## src/consensus_election_node_unit_assert.svh

```systemverilog
// ---------------------------------------------------------------------------
// consensus_election_node_unit_assert.svh
// Assertion macros shared by the election node RTL.
// ---------------------------------------------------------------------------
`ifndef CONSENSUS_ELECTION_NODE_UNIT_ASSERT_SVH
`define CONSENSUS_ELECTION_NODE_UNIT_ASSERT_SVH

// Property checked at every clock edge outside reset.
`define CEN_ASSERT(lbl, prop, msg) \
    lbl: assert property (@(posedge aclk) disable iff (!aresetn) (prop)) \
        else $error(msg);

// Antecedent in one cycle, consequent in the next.
`define CEN_ASSERT_NEXT(lbl, ante, cons, msg) \
    lbl: assert property (@(posedge aclk) disable iff (!aresetn) (ante) |=> (cons)) \
        else $error(msg);

`endif

```

## src/cen_pkg.sv

```systemverilog
// ---------------------------------------------------------------------------
// cen_pkg
// Types and codes of the consensus election node.
// ---------------------------------------------------------------------------
`default_nettype none

package cen_pkg;

    localparam int MAX_NODES = 8;

    localparam int TERM_W = 32;
    localparam int ID_W   = 3;
    localparam int VOTE_W = 4;
    localparam int CNT_W  = 4;

    // roles
    localparam logic [1:0] ROLE_FOLLOWER  = 2'd0;
    localparam logic [1:0] ROLE_CANDIDATE = 2'd1;
    localparam logic [1:0] ROLE_LEADER    = 2'd2;

    // events
    localparam logic [1:0] ACT_TIMEOUT = 2'd0;
    localparam logic [1:0] ACT_REQUEST = 2'd1;
    localparam logic [1:0] ACT_REPLY   = 2'd2;

    // vote status
    localparam logic [1:0] VS_GRANTED      = 2'd0;
    localparam logic [1:0] VS_REFUSED      = 2'd1;
    localparam logic [1:0] VS_STALE_TERM   = 2'd2;

    // config register indexes
    localparam logic CFG_NODE_ID      = 1'b0;
    localparam logic CFG_CLUSTER_SIZE = 1'b1;

    localparam logic [VOTE_W-1:0] VOTE_NONE = '1;
    localparam logic [TERM_W-1:0] TERM_MAX  = '1;
    localparam logic [CNT_W-1:0]  CNT_MAX   = '1;

    typedef struct packed {
        logic [1:0]        role;
        logic [TERM_W-1:0] term;
        logic [VOTE_W-1:0] voted_for;
        logic [CNT_W-1:0]  vote_count;
    } node_state_t;

    typedef struct packed {
        logic [1:0]        action;
        logic [TERM_W-1:0] msg_term;
        logic [ID_W-1:0]   sender_id;
        logic [TERM_W-1:0] peer_last_index;
        logic [TERM_W-1:0] peer_last_term;
        logic              reply_granted;
        logic [TERM_W-1:0] own_last_index;
        logic [TERM_W-1:0] own_last_term;
    } event_t;

    typedef struct packed {
        logic [1:0]        role;
        logic [TERM_W-1:0] current_term;
        logic              start_election;
        logic              vote_given;
        logic [1:0]        vote_status;
        logic              became_leader;
        logic              restart_timer;
    } result_t;

endpackage

`default_nettype wire

```

## src/cen_step.sv

```systemverilog
// ---------------------------------------------------------------------------
// cen_step
// Next state and result of the node for one event (combinational).
// ---------------------------------------------------------------------------
`default_nettype none

module cen_step #(
    parameter int MAX_NODES = cen_pkg::MAX_NODES
) (
    input  wire cen_pkg::node_state_t           st,
    input  wire cen_pkg::event_t                ev,
    input  wire logic [cen_pkg::ID_W-1:0]       node_id,
    input  wire logic [3:0]                     cluster_size,
    output cen_pkg::node_state_t                st_next,
    output cen_pkg::result_t                    res
);

    logic                        term_gt;
    logic                        term_lt;
    logic                        log_ok;
    logic [4:0]                  size_eff;
    logic [4:0]                  majority;
    logic [cen_pkg::CNT_W-1:0]   cnt_inc;
    logic [cen_pkg::VOTE_W-1:0]  sender_v;
    cen_pkg::node_state_t        base;

    assign term_gt  = ev.msg_term > st.term;
    assign term_lt  = ev.msg_term < st.term;
    assign log_ok   = (ev.peer_last_term > ev.own_last_term) ||
                      (ev.peer_last_term == ev.own_last_term &&
                       ev.peer_last_index >= ev.own_last_index);
    assign sender_v = {1'b0, ev.sender_id};

    // size 0 counts as 1, clamp at the node limit
    always_comb begin
        if (cluster_size == 4'd0) begin
            size_eff = 5'd1;
        end else if ({1'b0, cluster_size} > 5'(MAX_NODES)) begin
            size_eff = 5'(MAX_NODES);
        end else begin
            size_eff = {1'b0, cluster_size};
        end
    end
    assign majority = (size_eff >> 1) + 5'd1;

    assign cnt_inc = (st.vote_count != cen_pkg::CNT_MAX) ?
                     st.vote_count + cen_pkg::CNT_W'(1) : st.vote_count;

    // state after a higher term has been adopted
    always_comb begin
        base = st;
        if (term_gt) begin
            base.role       = cen_pkg::ROLE_FOLLOWER;
            base.term       = ev.msg_term;
            base.voted_for  = cen_pkg::VOTE_NONE;
            base.vote_count = '0;
        end
    end

    always_comb begin
        st_next = st;
        res     = '0;
        case (ev.action)
            cen_pkg::ACT_TIMEOUT: begin
                if (st.role != cen_pkg::ROLE_LEADER) begin
                    st_next.role = cen_pkg::ROLE_CANDIDATE;
                    if (st.term != cen_pkg::TERM_MAX) begin
                        st_next.term = st.term + cen_pkg::TERM_W'(1);
                    end
                    st_next.voted_for  = {1'b0, node_id};
                    st_next.vote_count = cen_pkg::CNT_W'(1);
                    res.start_election = 1'b1;
                    res.restart_timer  = 1'b1;
                end
            end
            cen_pkg::ACT_REQUEST: begin
                if (term_lt) begin
                    res.vote_status = cen_pkg::VS_STALE_TERM;
                end else begin
                    st_next = base;
                    if (!log_ok) begin
                        res.vote_status = cen_pkg::VS_REFUSED;
                    end else if (base.voted_for != cen_pkg::VOTE_NONE &&
                                 base.voted_for != sender_v) begin
                        res.vote_status = cen_pkg::VS_REFUSED;
                    end else begin
                        st_next.voted_for = sender_v;
                        res.vote_given    = 1'b1;
                        res.vote_status   = cen_pkg::VS_GRANTED;
                        res.restart_timer = 1'b1;
                    end
                end
            end
            cen_pkg::ACT_REPLY: begin
                if (term_gt) begin
                    st_next = base;
                end else if (!term_lt && ev.reply_granted &&
                             st.role == cen_pkg::ROLE_CANDIDATE) begin
                    st_next.vote_count = cnt_inc;
                    // a lone node never wins
                    if (cluster_size > 4'd1 && {1'b0, cnt_inc} >= majority) begin
                        st_next.role      = cen_pkg::ROLE_LEADER;
                        res.became_leader = 1'b1;
                    end
                end
            end
            default: begin
            end
        endcase
        res.role         = st_next.role;
        res.current_term = st_next.term;
    end

endmodule

`default_nettype wire

```

## src/consensus_election_node_unit.sv

```systemverilog
// ---------------------------------------------------------------------------
// consensus_election_node_unit
// Leader election side of one consensus node: role, term, vote and tally.
//
//  channel  | dir | payload
//  ---------+-----+------------------------------------------------------
//  s_axis   | in  | tuser: action; tdata: message, peer log, own log
//  m_axis   | out | tdata: role, term, event flags, vote status
//  cfg      | in  | 0 node_id, 1 cluster_size (write only)
//
//  The path runs through an input register, then the result register.
//  One event per cycle while m_tready holds; the state update and the result are formed in the
//  same cycle from the registered event and the node state.
//  A stalled result holds the result register and then the input register;
//  s_tready drops only when both are full.
//  Synchronous active-low reset: follower, term 0, no vote, tally 0.
// ---------------------------------------------------------------------------
`default_nettype none

module consensus_election_node_unit #(
    parameter int MAX_NODES = cen_pkg::MAX_NODES
) (
    input  wire logic         aclk,
    input  wire logic         aresetn,
    input  wire logic         s_tvalid,
    output logic              s_tready,
    // [31:0] msg_term, [34:32] sender_id, [66:35] peer_last_index,
    // [98:67] peer_last_term, [99] reply_granted, [131:100] own_last_index,
    // [163:132] own_last_term, [167:164] zero
    input  wire logic [167:0] s_tdata,
    // [1:0] action
    input  wire logic [1:0]   s_tuser,
    output logic              m_tvalid,
    input  wire logic         m_tready,
    // [1:0] role, [33:2] current_term, [34] start_election, [35] vote_given,
    // [37:36] vote_status, [38] became_leader, [39] restart_timer
    output logic [39:0]       m_tdata,
    input  wire logic         cfg_we,
    input  wire logic         cfg_addr,
    input  wire logic [3:0]   cfg_wdata
);

    logic                          in_valid_reg;
    cen_pkg::event_t               in_item_reg;
    logic                          out_valid_reg;
    cen_pkg::result_t              res_reg;
    cen_pkg::node_state_t          st_reg;
    cen_pkg::node_state_t          st_next;
    cen_pkg::result_t              res_next;
    logic [cen_pkg::ID_W-1:0]      node_id_reg;
    logic [3:0]                    cluster_size_reg;
    logic                          advance;

    assign advance  = in_valid_reg && (!out_valid_reg || m_tready);
    assign s_tready = !in_valid_reg || advance;

    always_ff @(posedge aclk) begin
        if (!aresetn) begin
            in_valid_reg <= 1'b0;
        end else if (s_tvalid && s_tready) begin
            in_valid_reg <= 1'b1;
        end else if (advance) begin
            in_valid_reg <= 1'b0;
        end
    end

    always_ff @(posedge aclk) begin
        if (s_tvalid && s_tready) begin
            in_item_reg.action          <= s_tuser;
            in_item_reg.msg_term        <= s_tdata[31:0];
            in_item_reg.sender_id       <= s_tdata[34:32];
            in_item_reg.peer_last_index <= s_tdata[66:35];
            in_item_reg.peer_last_term  <= s_tdata[98:67];
            in_item_reg.reply_granted   <= s_tdata[99];
            in_item_reg.own_last_index  <= s_tdata[131:100];
            in_item_reg.own_last_term   <= s_tdata[163:132];
        end
    end

    cen_step #(
        .MAX_NODES    (MAX_NODES)
    ) u_step (
        .st           (st_reg),
        .ev           (in_item_reg),
        .node_id      (node_id_reg),
        .cluster_size (cluster_size_reg),
        .st_next      (st_next),
        .res          (res_next)
    );

    always_ff @(posedge aclk) begin
        if (!aresetn) begin
            st_reg.role       <= cen_pkg::ROLE_FOLLOWER;
            st_reg.term       <= '0;
            st_reg.voted_for  <= cen_pkg::VOTE_NONE;
            st_reg.vote_count <= '0;
            out_valid_reg     <= 1'b0;
        end else if (advance) begin
            st_reg        <= st_next;
            out_valid_reg <= 1'b1;
        end else if (m_tready) begin
            out_valid_reg <= 1'b0;
        end
    end

    always_ff @(posedge aclk) begin
        if (advance) begin
            res_reg <= res_next;
        end
    end

    always_ff @(posedge aclk) begin
        if (!aresetn) begin
            node_id_reg      <= '0;
            cluster_size_reg <= 4'd3;
        end else if (cfg_we) begin
            unique case (cfg_addr)
                cen_pkg::CFG_NODE_ID:      node_id_reg      <= cfg_wdata[2:0];
                cen_pkg::CFG_CLUSTER_SIZE: cluster_size_reg <= cfg_wdata;
                default: begin
                end
            endcase
        end
    end

    assign m_tvalid = out_valid_reg;
    assign m_tdata  = {res_reg.restart_timer, res_reg.became_leader,
                       res_reg.vote_status, res_reg.vote_given,
                       res_reg.start_election, res_reg.current_term,
                       res_reg.role};

`include "consensus_election_node_unit_assert.svh"

    `CEN_ASSERT(a_term_monotonic,
        $past(aresetn) |-> st_reg.term >= $past(st_reg.term),
        "term went backwards")

    `CEN_ASSERT(a_follower_no_tally,
        st_reg.role == cen_pkg::ROLE_FOLLOWER |-> st_reg.vote_count == '0,
        "follower holds a vote tally")

    `CEN_ASSERT(a_leader_announced,
        ($past(aresetn) && st_reg.role == cen_pkg::ROLE_LEADER &&
         $past(st_reg.role) != cen_pkg::ROLE_LEADER) |->
            (out_valid_reg && res_reg.became_leader),
        "leadership taken without became_leader")

    `CEN_ASSERT(a_flags_exclusive,
        out_valid_reg |-> !(res_reg.start_election && res_reg.vote_given),
        "election start and vote grant in one result")

    `CEN_ASSERT_NEXT(a_self_vote,
        advance && res_next.start_election,
        st_reg.role == cen_pkg::ROLE_CANDIDATE &&
            st_reg.voted_for == {1'b0, node_id_reg},
        "election started without self vote")

endmodule

`default_nettype wire
```

## config.mk

```make
export PLATFORM = sky130hd
export DESIGN_NAME = consensus_election_node_unit
export DESIGN_NICKNAME = d
export VERILOG_FILES = /design/src/cen_pkg.sv /design/src/cen_step.sv /design/src/consensus_election_node_unit.sv
export VERILOG_INCLUDE_DIRS = /design/src /design/src/src
export SDC_FILE = /design/constraint.sdc
export NUM_CORES = 1
export LEC_CHECK = 0
export ABC_AREA = 1
export BUFFER_PORTS_ARGS = -buffer_cell sky130_fd_sc_hd__buf_2
export CAP_MARGIN = 20
export CELL_PAD_IN_SITES_DETAIL_PLACEMENT = 1
export CELL_PAD_IN_SITES_GLOBAL_PLACEMENT = 2
export CORE_MARGIN = 2
export CORE_UTILIZATION = 32
export DETAILED_ROUTE_END_ITERATION = 16
export GPL_TIMING_DRIVEN = 0
export HOLD_SLACK_MARGIN = 0.08
export PLACE_DENSITY = 0.86
export SLEW_MARGIN = 10
export SYNTH_ARGS = -nofsm -noshare
export SYNTH_HDL_FRONTEND = slang
export SYNTH_SLANG_ARGS = --single-unit
```

## constraint.sdc

```tcl
create_clock -name aclk -period 5.5 [get_ports aclk]
set_input_delay 1.375 -clock aclk [delete_from_list [all_inputs] [get_ports aclk]]
set_output_delay 1.375 -clock aclk [all_outputs]
set_load 0.03 [all_outputs]
```

==> run metrics <==
worst clock skew 0.0201 ns; Reg2Reg Depth 17; clock root buffer clkbuf_16; DRC errors left 0; Reg2Reg Setup Slack between 2 and 2.5 ns; Die Y 205 um; Net Sw Frac 0.273; WP data arrival 3.88 ns; combinational share of power 0.140; WHS Path Cells 2; worst slack at placement roughly 2.2 ns; Worst-Skew Late Latency a little under 0.6 ns; Post-Syn Area 0.0129 mm^2; Power Density 314 mW/mm^2; io pins 222; Worst-path clk slew 0.06 ns; post-synthesis sequential area ratio 0.557; area grow syn2layout 21.8%; largest family of logic cells by synthesized area simple AND/OR/NAND/NOR gates; CP Capture Type flip-flop; number of port buffers 216; final WL 37900 um; Post-Layout Cell Count 2102; Final period util 0.622; worst hold slack 0.485 ns; Area after DPL 0.0147 mm^2; Core Area roughly 0.040 mm^2; max reg flops between 150 and 200; hold buffer count at CTS 0; r2r endpoint st_reg[4]; DRT Pass-1 Iters 5; largest net degree at the start of global routing 43; # nets final between 1500 and 2000; pins over their slew limit 0; Least-Margin Pin Slew 0.945 ns; Worst Path Required 5.96 ns; endpoints failing hold 0; Tmin final 3.42 ns; worst hold path class flip-flop to flip-flop; status finished clean; Reg power frac 0.467; Seq cells post-synth 256; Max Cap Viol 0; Unique masters post-synth 47; CTS tree done; ys flop type edfxtp_1; Mean Syn Cell Area 10.0 um^2; P_int 3580 uW; Post-Synth Adder-Cell Area 0.0999; via density per instance about 5; mux contribution to synthesized area 0.000873; routed vias 10300; slew margin rel. 0.364; total grt overflow 0; post-layout util 0.396; GP Congestion between 0.8 and 0.9; max frequency 292 MHz; number of H-tree levels 1; die area 0.0419 mm^2; placed cell count 2036; fraction of registers with async set/reset 0; clock share of power 0.393; ANT nets after route 0; Num CTS Buffers 31; buffer depth of the longest clock path 3; Hold Path Sink st_reg[5]; Die Width around 200 um; Simple-Gate Fraction of Synth Area 0.156; Starting Density 0.325; initial antenna violation count 10; Peak VDD IR 0.269 mV; Worst Path Max Fanout 8; Compound-Gate Fraction of Synth Area 0.106; vias in the first global route 10900; Starting DRT DRC Count 560; reg-to-reg critical path startpoint st_reg[36]; Crit Path Category flip-flop to flip-flop; PostCTS Resize Cnt 0; warnings from Yosys 0; CTS sink cnt ~260; wire per inst 18.0 um; xor and xnor area share after synthesis 0.00679; first-pass GRT wire length 59300 um; row cnt 73; syn_nets 1573; cells after synthesis around 1300; RSZ-0062 raised after global routing no; setup slack after layout 2.08 ns; HP Start st_reg[5]; layout cell share with drive strength beyond 1 0.200; Setup Fix Bufs, Post-CTS 0; Leak Pwr 0.00687 uW; CP Launch Type flip-flop; final setup fails 0; fin area 0.0157 mm^2; Net Sw Power 1350 uW; Post-synth EDFFs ~210; GR Util All Layers 0.182; post-detail-place hpwl 28700 um
power by group through the flow:
stage | Combinational (uW) | Sequential [uW] | Clock, uW
floorplan | 387 | 2370 | 0
global placement | 653 | 2340 | 0
detailed placement | 690 | 2340 | 0
CTS | 696 | 2300 | 2010
global route | 786 | 2310 | 2070
finish | 691 | 2300 | 1940
synthesized netlist by cell type (all sizes together) (9+ instances only):
cell type | count | area [um^2]
edfxtp | 206 | 6190
nand4 | 23 | 150
a21oi | 101 | 505
nand3 | 81 | 440
inv | 204 | 768
clkbuf | 22 | 83.8
o211ai | 39 | 298
dfxtp | 50 | 1000
o21ai | 89 | 445
nand2 | 220 | 841
nor3 | 24 | 141
buf | 10 | 71.3
nor4 | 12 | 124
ha | 103 | 1290
nor2 | 71 | 289
xor2 | 9 | 78.8
cell usage in the layout, fill, tap and decap left out, types with 4 or more instances in the layout:
cell / n
o21ai_1: 30
clkinv_2: 6
nand2_1: 216
diode_2: 10
nand4_1: 22
inv_2: 7
nand3_2: 7
clkinv_1: 7
a21oi_1: 101
xor2_1: 9
clkinvlp_4: 4
o211ai_1: 38
nand3_1: 74
inv_1: 195
ha_1: 103
nor4_1: 7
nor2_1: 66
edfxtp_1: 206
nor3_1: 21
a31oi_1: 4
o221ai_1: 4
buf_2: 222
o21ai_0: 59
buf_12: 5
clkbuf_1: 30
clkbuf_16: 31
dfxtp_1: 50
per-stage QoR:
| step | power [uW] | TNS [ns] |
|---|---|---|
| finish | 4930 | 0 |
| global route | 5160 | 0 |
| detailed placement | 3030 | 0 |
| CTS | 5000 | 0 |
| global placement | 3000 | -43.43 |
| floorplan | 2750 | 0 |
final cells by class:
class                      count  area, um^2
multi-input combinational    794        4780
fill                        4585       24000
tap                          525         657
antenna                       10        25.0
sequential                   256        7190
clock buffer                  42         837
clock inverter                14         114
timing repair buffer         221        1180
buffer                        32         155
inverter                     208         787
routing by layer:
layer / vias to the layer above / wire, um / global-route usage
met2: 245 / 18400 / 0.312
met4: 2 / 1190 / 0.0637
met5: - / 13 / 0
li1: 5003 / - / -
met3: 72 / 1810 / 0.0336
met1: 4960 / 16500 / 0.229
kinds of logic after synthesis:
logic type	count (synthesis)
other	1
buffers and inverters	240
AND/OR/NAND/NOR	435
multiplexers	1
AO/OA/AOI/OAI	244
flip-flops	256
adder cells (fa/ha/maj)	103
XOR/XNOR	10
worst max path at each step:
stage / depth (start not counted) / slack (ns) / endpoint / from
CTS: 17 / 2.13 / st_reg[4] / st_reg[36]
floorplan: 4 / 0.69 / in_item_reg[0] / m_tready
global route: 17 / 1.87 / st_reg[4] / st_reg[36]
detailed placement: 12 / 2.16 / st_reg[4] / m_tready
finish: 17 / 2.08 / st_reg[4] / st_reg[36]
global placement: 5 / -0.28 / in_item_reg[165] / m_tready
worst max-delay path: stages (launching register included):
cell      delay (ns)
dfxtp_1         0.35
clkinv_1        0.25
ha_1            0.37
nand2_1         0.04
nor2_1          0.14
nand2_1         0.16
nor4_2          0.45
nand2_1         0.20
nand2_1         0.16
nand2_2         0.11
inv_2           0.19
nor2_1          0.10
nor2_1          0.31
inv_1           0.14
nor2_1          0.12
nand2_1         0.06
o21ai_0         0.07
nand2_1         0.07
Power figures use the tool's default switching activity.
